`src/hdl/gpcc_pkg.sv`:
```
package gpcc_pkg;

    localparam int MAX_COMPONENTS = 8;
    localparam int COLOR_BITS     = 16;
    localparam int IDX_W          = (MAX_COMPONENTS > 1) ? $clog2(MAX_COMPONENTS) : 1;
    localparam int DIFF_W         = COLOR_BITS + 1;
    localparam int PROD_W         = 34;
    localparam int HALF_W         = PROD_W / 2;
    localparam int MUL_A_W        = HALF_W + 1;
    localparam int MUL_W          = MUL_A_W + 32;
    localparam int ACC_W          = 70;
    localparam int SCORE_W        = 32;
    localparam int CHAIN_CNT_W    = $clog2(MAX_COMPONENTS + 1);

    // table word codes
    localparam logic [3:0] WORD_MEAN_LAST = 4'd2;
    localparam logic [3:0] WORD_INV_FIRST = 4'd3;
    localparam logic [3:0] WORD_INV_LAST  = 4'd11;
    localparam logic [3:0] WORD_LOG_DET   = 4'd12;
    localparam logic [3:0] WORD_USABLE    = 4'd13;

    // multiply phases of one quadratic-form term
    localparam logic [1:0] PH_DIFF = 2'd0;
    localparam logic [1:0] PH_HIGH = 2'd1;
    localparam logic [1:0] PH_LOW  = 2'd2;

    typedef struct packed {
        logic              we;
        logic [IDX_W-1:0]  comp;
        logic [3:0]        word;
        logic [31:0]       value;
    } load_t;

    typedef struct packed {
        logic       start;
        logic       run;
        logic [1:0] phase;
        logic [1:0] ti;
        logic [1:0] tj;
        logic       finish;
    } step_t;

    typedef struct packed {
        logic                      found;
        logic [IDX_W-1:0]          idx;
        logic signed [SCORE_W-1:0] score;
    } chain_t;

endpackage

```
`src/hdl/gpcc_cell.sv`:
```
module gpcc_cell (
    input  logic                              clk,
    input  logic                              rst_n,
    input  logic [gpcc_pkg::IDX_W-1:0]        idx,
    input  logic [3:0]                        num_components,
    input  gpcc_pkg::load_t                   load,
    input  gpcc_pkg::step_t                   step,
    input  logic [gpcc_pkg::COLOR_BITS-1:0]   px_r,
    input  logic [gpcc_pkg::COLOR_BITS-1:0]   px_g,
    input  logic [gpcc_pkg::COLOR_BITS-1:0]   px_b,
    input  gpcc_pkg::chain_t                  chain_in,
    output gpcc_pkg::chain_t                  chain_out
);

    logic [gpcc_pkg::COLOR_BITS-1:0]              mean_reg [3];
    logic signed [31:0]                           inv_reg [9];
    logic signed [31:0]                           log_det_reg;
    logic                                         usable_reg;
    logic signed [gpcc_pkg::DIFF_W-1:0]           x_reg [3];
    logic signed [gpcc_pkg::PROD_W-1:0]           p_reg;
    logic signed [gpcc_pkg::ACC_W-1:0]            acc_reg;
    logic signed [gpcc_pkg::ACC_W-1:0]            acc_next;
    logic signed [gpcc_pkg::SCORE_W-1:0]          score_reg;
    gpcc_pkg::chain_t                             chain_reg;

    logic signed [gpcc_pkg::MUL_A_W-1:0]          mul_a;
    logic signed [31:0]                           mul_b;
    logic signed [gpcc_pkg::MUL_W-1:0]            mul;
    logic signed [gpcc_pkg::DIFF_W-1:0]           xi;
    logic signed [gpcc_pkg::DIFF_W-1:0]           xj;
    logic signed [31:0]                           inv_sel;
    logic [3:0]                                   inv_addr;
    logic signed [39:0]                           sum40;
    logic signed [gpcc_pkg::SCORE_W-1:0]          sat;
    logic                                         active;
    logic                                         here;

    assign here     = load.we && (load.comp == idx);
    assign xi       = x_reg[step.ti];
    assign xj       = x_reg[step.tj];
    // the term sum is symmetric, so entry (tj,ti) pairs with term (ti,tj)
    assign inv_addr = 4'(step.tj) * 4'd3 + 4'(step.ti);
    assign inv_sel  = inv_reg[inv_addr];

    always_comb
    begin
        case (step.phase)
            gpcc_pkg::PH_DIFF:
            begin
                mul_a = gpcc_pkg::MUL_A_W'(xi);
                mul_b = 32'(xj);
            end
            gpcc_pkg::PH_HIGH:
            begin
                mul_a = gpcc_pkg::MUL_A_W'($signed(p_reg[gpcc_pkg::PROD_W-1:gpcc_pkg::HALF_W]));
                mul_b = inv_sel;
            end
            gpcc_pkg::PH_LOW:
            begin
                mul_a = {1'b0, p_reg[gpcc_pkg::HALF_W-1:0]};
                mul_b = inv_sel;
            end
            default:
            begin
                mul_a = '0;
                mul_b = '0;
            end
        endcase
    end

    assign mul = mul_a * mul_b;

    always_comb
    begin
        case (step.phase)
            gpcc_pkg::PH_HIGH: acc_next = acc_reg
                + (gpcc_pkg::ACC_W'(mul) <<< gpcc_pkg::HALF_W);
            gpcc_pkg::PH_LOW:  acc_next = acc_reg + gpcc_pkg::ACC_W'(mul);
            default:           acc_next = acc_reg;
        endcase
    end

    // floor of the sum to q16.16, plus log det, clamped to 32 bits
    assign sum40 = 40'($signed(acc_reg[gpcc_pkg::ACC_W-1:32])) + 40'(log_det_reg);
    always_comb
    begin
        if (sum40 > 40'sd2147483647)
            sat = 32'sh7fffffff;
        else if (sum40 < -40'sd2147483648)
            sat = 32'sh80000000;
        else
            sat = sum40[31:0];
    end

    assign active = usable_reg && (4'(idx) < num_components);

    always_ff @(posedge clk)
    begin
        if (here && load.word <= gpcc_pkg::WORD_MEAN_LAST)
            mean_reg[load.word[1:0]] <= load.value[gpcc_pkg::COLOR_BITS-1:0];
        if (here && load.word >= gpcc_pkg::WORD_INV_FIRST
                 && load.word <= gpcc_pkg::WORD_INV_LAST)
            inv_reg[load.word - gpcc_pkg::WORD_INV_FIRST] <= load.value;
        if (here && load.word == gpcc_pkg::WORD_LOG_DET)
            log_det_reg <= load.value;
        if (step.start)
        begin
            x_reg[0] <= $signed({1'b0, px_r}) - $signed({1'b0, mean_reg[0]});
            x_reg[1] <= $signed({1'b0, px_g}) - $signed({1'b0, mean_reg[1]});
            x_reg[2] <= $signed({1'b0, px_b}) - $signed({1'b0, mean_reg[2]});
            acc_reg  <= '0;
        end
        else if (step.run)
        begin
            if (step.phase == gpcc_pkg::PH_DIFF)
                p_reg <= gpcc_pkg::PROD_W'(mul) <<< (32 - 2 * gpcc_pkg::COLOR_BITS);
            acc_reg <= acc_next;
        end
        if (step.finish)
            score_reg <= sat;
    end

    always_ff @(posedge clk or negedge rst_n)
    begin
        if (!rst_n)
        begin
            usable_reg <= 1'b0;
            chain_reg  <= '0;
        end
        else
        begin
            if (here && load.word == gpcc_pkg::WORD_USABLE)
                usable_reg <= load.value[0];
            if (active && (!chain_in.found || score_reg < chain_in.score))
            begin
                chain_reg.found <= 1'b1;
                chain_reg.idx   <= idx;
                chain_reg.score <= score_reg;
            end
            else
                chain_reg <= chain_in;
        end
    end

    assign chain_out = chain_reg;

endmodule

```
`config.mk`:
```
export PLATFORM = sky130hd
export DESIGN_NAME = gpcc_cell
export DESIGN_NICKNAME = d
export VERILOG_FILES = /design/src/hdl/gpcc_pkg.sv /design/src/hdl/gpcc_cell.sv
export SDC_FILE = /design/constraint.sdc
export NUM_CORES = 2
export LEC_CHECK = 0
export BUFFER_PORTS_ARGS = -buffer_cell sky130_fd_sc_hd__buf_2
export CELL_PAD_IN_SITES_DETAIL_PLACEMENT = 1
export CELL_PAD_IN_SITES_GLOBAL_PLACEMENT = 1
export CORE_ASPECT_RATIO = 0.8
export CORE_MARGIN = 2
export CORE_UTILIZATION = 36
export CTS_BUF_LIST = sky130_fd_sc_hd__clkbuf_4 sky130_fd_sc_hd__clkbuf_8 sky130_fd_sc_hd__clkbuf_16
export DETAILED_ROUTE_END_ITERATION = 16
export GPL_TIMING_DRIVEN = 0
export HOLD_SLACK_MARGIN = 0.05
export PLACE_DENSITY_LB_ADDON = 0.1
export SYNTH_ARGS = -nofsm -noshare
export SYNTH_HDL_FRONTEND = slang
export SYNTH_SLANG_ARGS = --single-unit
```
`constraint.sdc`:
```
create_clock -name clk -period 10.8 [get_ports clk]
set_input_delay 0.54 -clock clk [delete_from_list [all_inputs] [get_ports clk]]
set_output_delay 0.54 -clock clk [all_outputs]
set_load 0.01 [all_outputs]
```
Word-level counts from Yosys, hierarchy flattened --
Memory sizes are Yosys's and may differ from the RTL's. Index checks and enable logic that the tools add are counted.
Operators by class: mux-type cells 11, bitwise gates (word level) 1, add/sub/neg operators 8, reduce and logical (&&, ||, !) cells 15, magnitude comparators 7, multiply operators 2, eq/ne operators 5
Operators with widths (count):
- case mux 70 bit (2 select lines) | 1
- adder 70 x 50 -> 70 bit | 1
- adder 70 x 67 -> 70 bit | 1
- case mux 32 bit (2 select lines) | 1
- case mux 18 bit (3 select lines) | 1
- subtractor 16 x 16 -> 17 bit | 3
- multiplier 18 x 32 -> 50 bit | 1
- adder 38 x 32 -> 39 bit | 1
- greater-than comparator 39 x 32 -> 1 bit (second input constant) | 1
- less-than comparator 39 x 32 -> 1 bit (second input constant) | 1
- 2-to-1 mux 36 bit | 1
- less-than comparator 32 bit | 1
- 2-to-1 mux 32 bit | 1
- equality test 4 bit (second input constant) | 2
- logical AND 1 bit | 8
- 2-to-1 mux 1 bit | 6
- adder 4 x 2 -> 4 bit | 1
- >= comparator 4 x 2 -> 1 bit (second input constant) | 1
- <= comparator 4 x 2 -> 1 bit (second input constant) | 1
- <= comparator 4 bit (second input constant) | 1
- less-than comparator 3 x 4 -> 1 bit | 1
- multiplier 2 x 2 -> 4 bit (second input constant) | 1
- subtractor 4 x 2 -> 4 bit (second input constant) | 1
- equality test 3 bit | 1
- 10 further kinds | 10
Word-level totals: input bits 142, register bits after elaboration 205, memories 3, output and inout port bits 36, memory bits (writable) 387, word-level logic and storage cells 60
Memories:
- inv_reg | words 9, bits a word 32, rd ports 1, clocked after Yosys merged registers in 0, wr ports 1, line gpcc_cell.sv:16 | logic signed [31:0] inv_reg [9];
- x_reg | words 3, bits a word 17, rd ports 2, clocked after Yosys merged registers in 0, wr ports 3, line gpcc_cell.sv:19 | logic signed [gpcc_pkg::DIFF_W-1:0] x_reg [3];
- mean_reg | words 3, bits a word 16, rd ports 3, clocked after Yosys merged registers in 0, wr ports 1, line gpcc_cell.sv:15 | logic [gpcc_pkg::COLOR_BITS-1:0] mean_reg [3];

Longest topological paths before layout --
An unclocked memory read counts as a cell.
depth in word-level cells 7, depth in mapped cells 54

Least setup slack after synthesis --
OpenSTA, ideal clock, no wires.
path kind input to register, start input port step[1] in the netlist's numbering, end register acc_reg[67] in the netlist's numbering, arrival 12.970 ns, library setup time 0.117 ns, path buffers 7, setup slack -2.287 ns, cell stages on the path 50, path through clkbuf_1 -> clkbuf_1 -> inv_1 -> fa_1 -> inv_1 -> ha_1 -> inv_1 -> fa_1 -> clkbuf_1 -> buf_1 -> buf_2 -> mux4_2 -> mux2i_1 -> nand2_1 -> o211ai_1 -> nand2_1 -> clkbuf_1 -> nand2_1 -> (+14 left out) -> o21ai_0 -> nand2b_1 -> a21o_1 -> a21o_1 -> o21a_2 -> o311ai_4 -> ha_1 -> nand2_1 -> o21ai_0 -> o31a_1 -> a2111oi_0 -> o21a_1 -> and4_1 -> or3_1 -> a21oi_1 -> nor4bb_1 -> mux2i_1 -> nand2_1
On the way: word-level cells in the longest chain between the ends 7, elaborated cells between the ends (all ways) 9
Ends and longest elaborated chain:
- start, declared | line gpcc_cell.sv:7 | input gpcc_pkg::step_t step,
- multiplier 2 x 2 -> 4 bit | line gpcc_cell.sv:42 | assign inv_addr = 4'(step.tj) * 4'd3 + 4'(step.ti);
- adder 4 x 2 -> 4 bit | line gpcc_cell.sv:42
- memory (9 x 32 bit)
- case mux 32 bit (2 select lines) (*) | line gpcc_cell.sv:47 | case (step.phase)
- multiplier 18 x 32 -> 50 bit (*) | line gpcc_cell.sv:71 | assign mul = mul_a * mul_b;
- adder 70 x 50 -> 70 bit or adder 70 x 67 -> 70 bit (tied branches) | line gpcc_cell.sv:78, gpcc_cell.sv:77
- case mux 70 bit (2 select lines) (*) | line gpcc_cell.sv:75 | case (step.phase)
- end signal, assigned | line gpcc_cell.sv:117 | acc_reg <= acc_next;
- end, declared | line gpcc_cell.sv:21 | logic signed [gpcc_pkg::ACC_W-1:0] acc_reg;
Every way passes the cells marked *; elsewhere a longest branch is shown, timed or not. A chain may end at the register's enable or synchronous reset.

Worst setup path in the final report --
start input port step[1] in the netlist's numbering, end register acc_reg[57] in the netlist's numbering
Same word-level chain as after synthesis.

==> out/qor.yml <==
layout:
  fin_cells: 7918
  largest_reg_flops: 288
  syn_to_final_growth_pct: 23.0
  layout_commonest_cell: "inv_1"
  finalNetCount: 6932
  stdcell_area_sq_um: 66400
  final_layout_size_suffix_gt1_frac: 0.208
  most-common-layout-cells: "inv_1, nand2_1, fa_1"
drt:
  wl_per_cell_microns: 26.9
  drtPass1Iterations: 5
  drc: 0
  ant_nets: 0
  num_vias: 43048
  drt_wl_total_mm: 213
  via_per_inst: 5.44
  drt_iter0_drc: 3718
setup_path:
  critPathCaptureType: "flop"
  cp.arrival_ns: 12.73
  crit_family: "adder cells"
  worst-setup-path-type: "input port to flop"
  crit_fanout: 7
  cpPeakStageDelay_ns: 0.62
  cp-start-kind: "input port"
  cp_common_cell: "fa_1"
  worst-path-buf-inv: 16
  cp.required_ns: 11.31
  crit_path_top_delay_cell: "fa_2"
timing:
  rsz0062_at_grt: "yes"
  period_share: 1.13
  slew_viol_final: 0
  hold_ws_ns: 0.103
  slew_headroom: 0.0725
  fmax_mhz: 81.8
  fin_skew_ns: 0.0367
  setup_slack_ns: -1.42
  hold_viol_final: 0
  period_needed_ns: 12.22
  setup_viol: 41
  worst_pin_slew_ns: 1.39
grt:
  grt_pass1_wl_mm: 308
  antenna_found_initial: 23
  grt_overflow: 0
  grt_pass1_vias: 44328
  grt.total_usage: 0.275
  grt_max_degree: 54
clock_network:
  cts.clk_slew.worst_paths_ns: 0.06
  root_buffer: "clkbuf_16"
  h-tree-depth: 2
  cts_buffers: 60
  clock_sinks: 592
  clock_path_buffers: 3
  cts_tree: "built"
  clk_latency_ns: 0.69
hold_path:
  min-delay-path-class: "input port to flop"
synth:
  synth_largest_area_cell: "edfxtp_1"
  synth_area_per_cell_sq_um: 10.1
  synth_warnings: 0
  synth.cell_area_sq_um: 53900
  synthesis.nets: 6422
  yosysSeqAreaShare: 0.313
  synthDistinctLibCells: 81
  synth-async-reset-ratio: 0.0625
  ys_ff_latch: 592
  synth_top_flop_cell: "edfxtp_1"
  synth_cells: 5354
  synth_area_leaders: "edfxtp_1, fa_1, ha_1, inv_1, nand2_1"
  synth_top_cell_area_share: 0.270
  synth_edf_count: 485
job:
  cap_violations: 0
outcome:
  violations: "negative setup slack"
  status: "finished with violations"
floorplanning:
  fp-row-count: 127
  die_w_microns: 437
  fp.coreArea_sq_um: 149000
  initial_core_util: 0.361
  dieArea_sq_um: 153000
  ios: 178
  die_h_microns: 350
placed_design:
  placedCellCount: 7560
  hpwlAfterDp_mm: 172
  io_buffer_count: 177
  gp_congestion: 0.918
  placed_area_sq_um: 58600
## worst register-to-register path: cells and delay by family, from the launching register on
kind | cells | cell delay [ns]
AO/OA/AOI/OAI | 13 | 3.66
adder cells (fa/ha/maj) | 8 | 3.66
AND/OR/NAND/NOR | 9 | 1.86
buffers and inverters | 6 | 1.25
flip-flops | 1 | 0.41
XOR/XNOR | 2 | 0.27
multiplexers | 1 | 0.25
## metal layers
layer  global-route usage  wire length [microns]  up-vias  part of all wire
met3               0.0331                  12200      237             0.057
met2                0.420                  92900     1183              0.44
met5                    0                     34        -           0.00016
li1                     -                      -    19169                 -
met4               0.0828                   7210        6             0.034
met1                0.409                 101000    22453              0.47
## path summary, 6_finish.rpt
path	start	to	slack, ns	cells after the start
hold / removal	chain_in[18]	chain_out[18]	0.10	2
min in group asynchronous	rst_n	chain_out[26]	0.53	2
max in group asynchronous	rst_n	chain_out[1]	9.68	2
setup reg to reg	x_reg[1][16]	acc_reg[57]	-0.76	39
hold reg to reg	acc_reg[10]	acc_reg[10]	0.47	2
setup / recovery	step[1]	acc_reg[57]	-1.42	52
## what timing repair did
item | CTS | global route
setup endpoints to repair | 69 | 52
pin swaps | 180 | 144
gates cloned | 3 | 2
resized for setup | 513 | 228
hold buffers | 13 | 0
hold endpoints to repair | 49 | 0
setup buffers | 177 | 75
## kinds of logic (layout without fill, tap and decap cells)
group | Yosys count | count (layout) | synth area share
other | 0 | 4 | 0
and+or+nand+nor | 1371 | 1371 | 0.113
DFF | 592 | 592 | 0.313
xor gates and xnor gates | 210 | 210 | 0.0341
buffers and inverters | 1033 | 1594 | 0.0726
muxes | 180 | 180 | 0.0492
AOI/OAI and AO/OA | 1042 | 1042 | 0.125
adders and majority gates | 926 | 926 | 0.293
## cells in the mapped netlist, drive strengths merged (61+ instances only)
master / number
nand3: 62
ha: 365
dfxtp: 70
and2: 71
nand2: 658
o211ai: 84
mux2i: 77
clkbuf: 207
xnor2: 149
nor3: 81
inv: 801
fa: 561
a21oi: 335
mux4: 64
edfxtp: 485
a21o: 137
nor2: 296
xor2: 61
o21ai: 170
## area by class of cell
cell class	count	area, sq um
well taps	1999	2500
flip-flops and latches	592	16900
clock buffers	70	1580
repair buffers	471	3820
multi-input cells	3729	36800
plain buffers	209	1380
clock inverters	43	407
inverters	801	3020
fillers	16473	83000
diodes	4	10.0
## through the flow
step | setup WS [ns] | utilization | setup TNS [ns]
3_3_place_gp | -6.05 | 0.388 | -252.63
3_5_place_dp | -5.53 | 0.392 | -239.11
5_1_grt | -1.71 | 0.444 | -47.84
2_1_floorplan | -0.568 | - | -5.95
6_report | -1.42 | 0.444 | -34.19
4_1_cts | -1.33 | 0.434 | -33.00
Power is left out: the tool's default activity adds up to more than one toggle a clock period on the data nets, which glitch-free logic cannot reach.
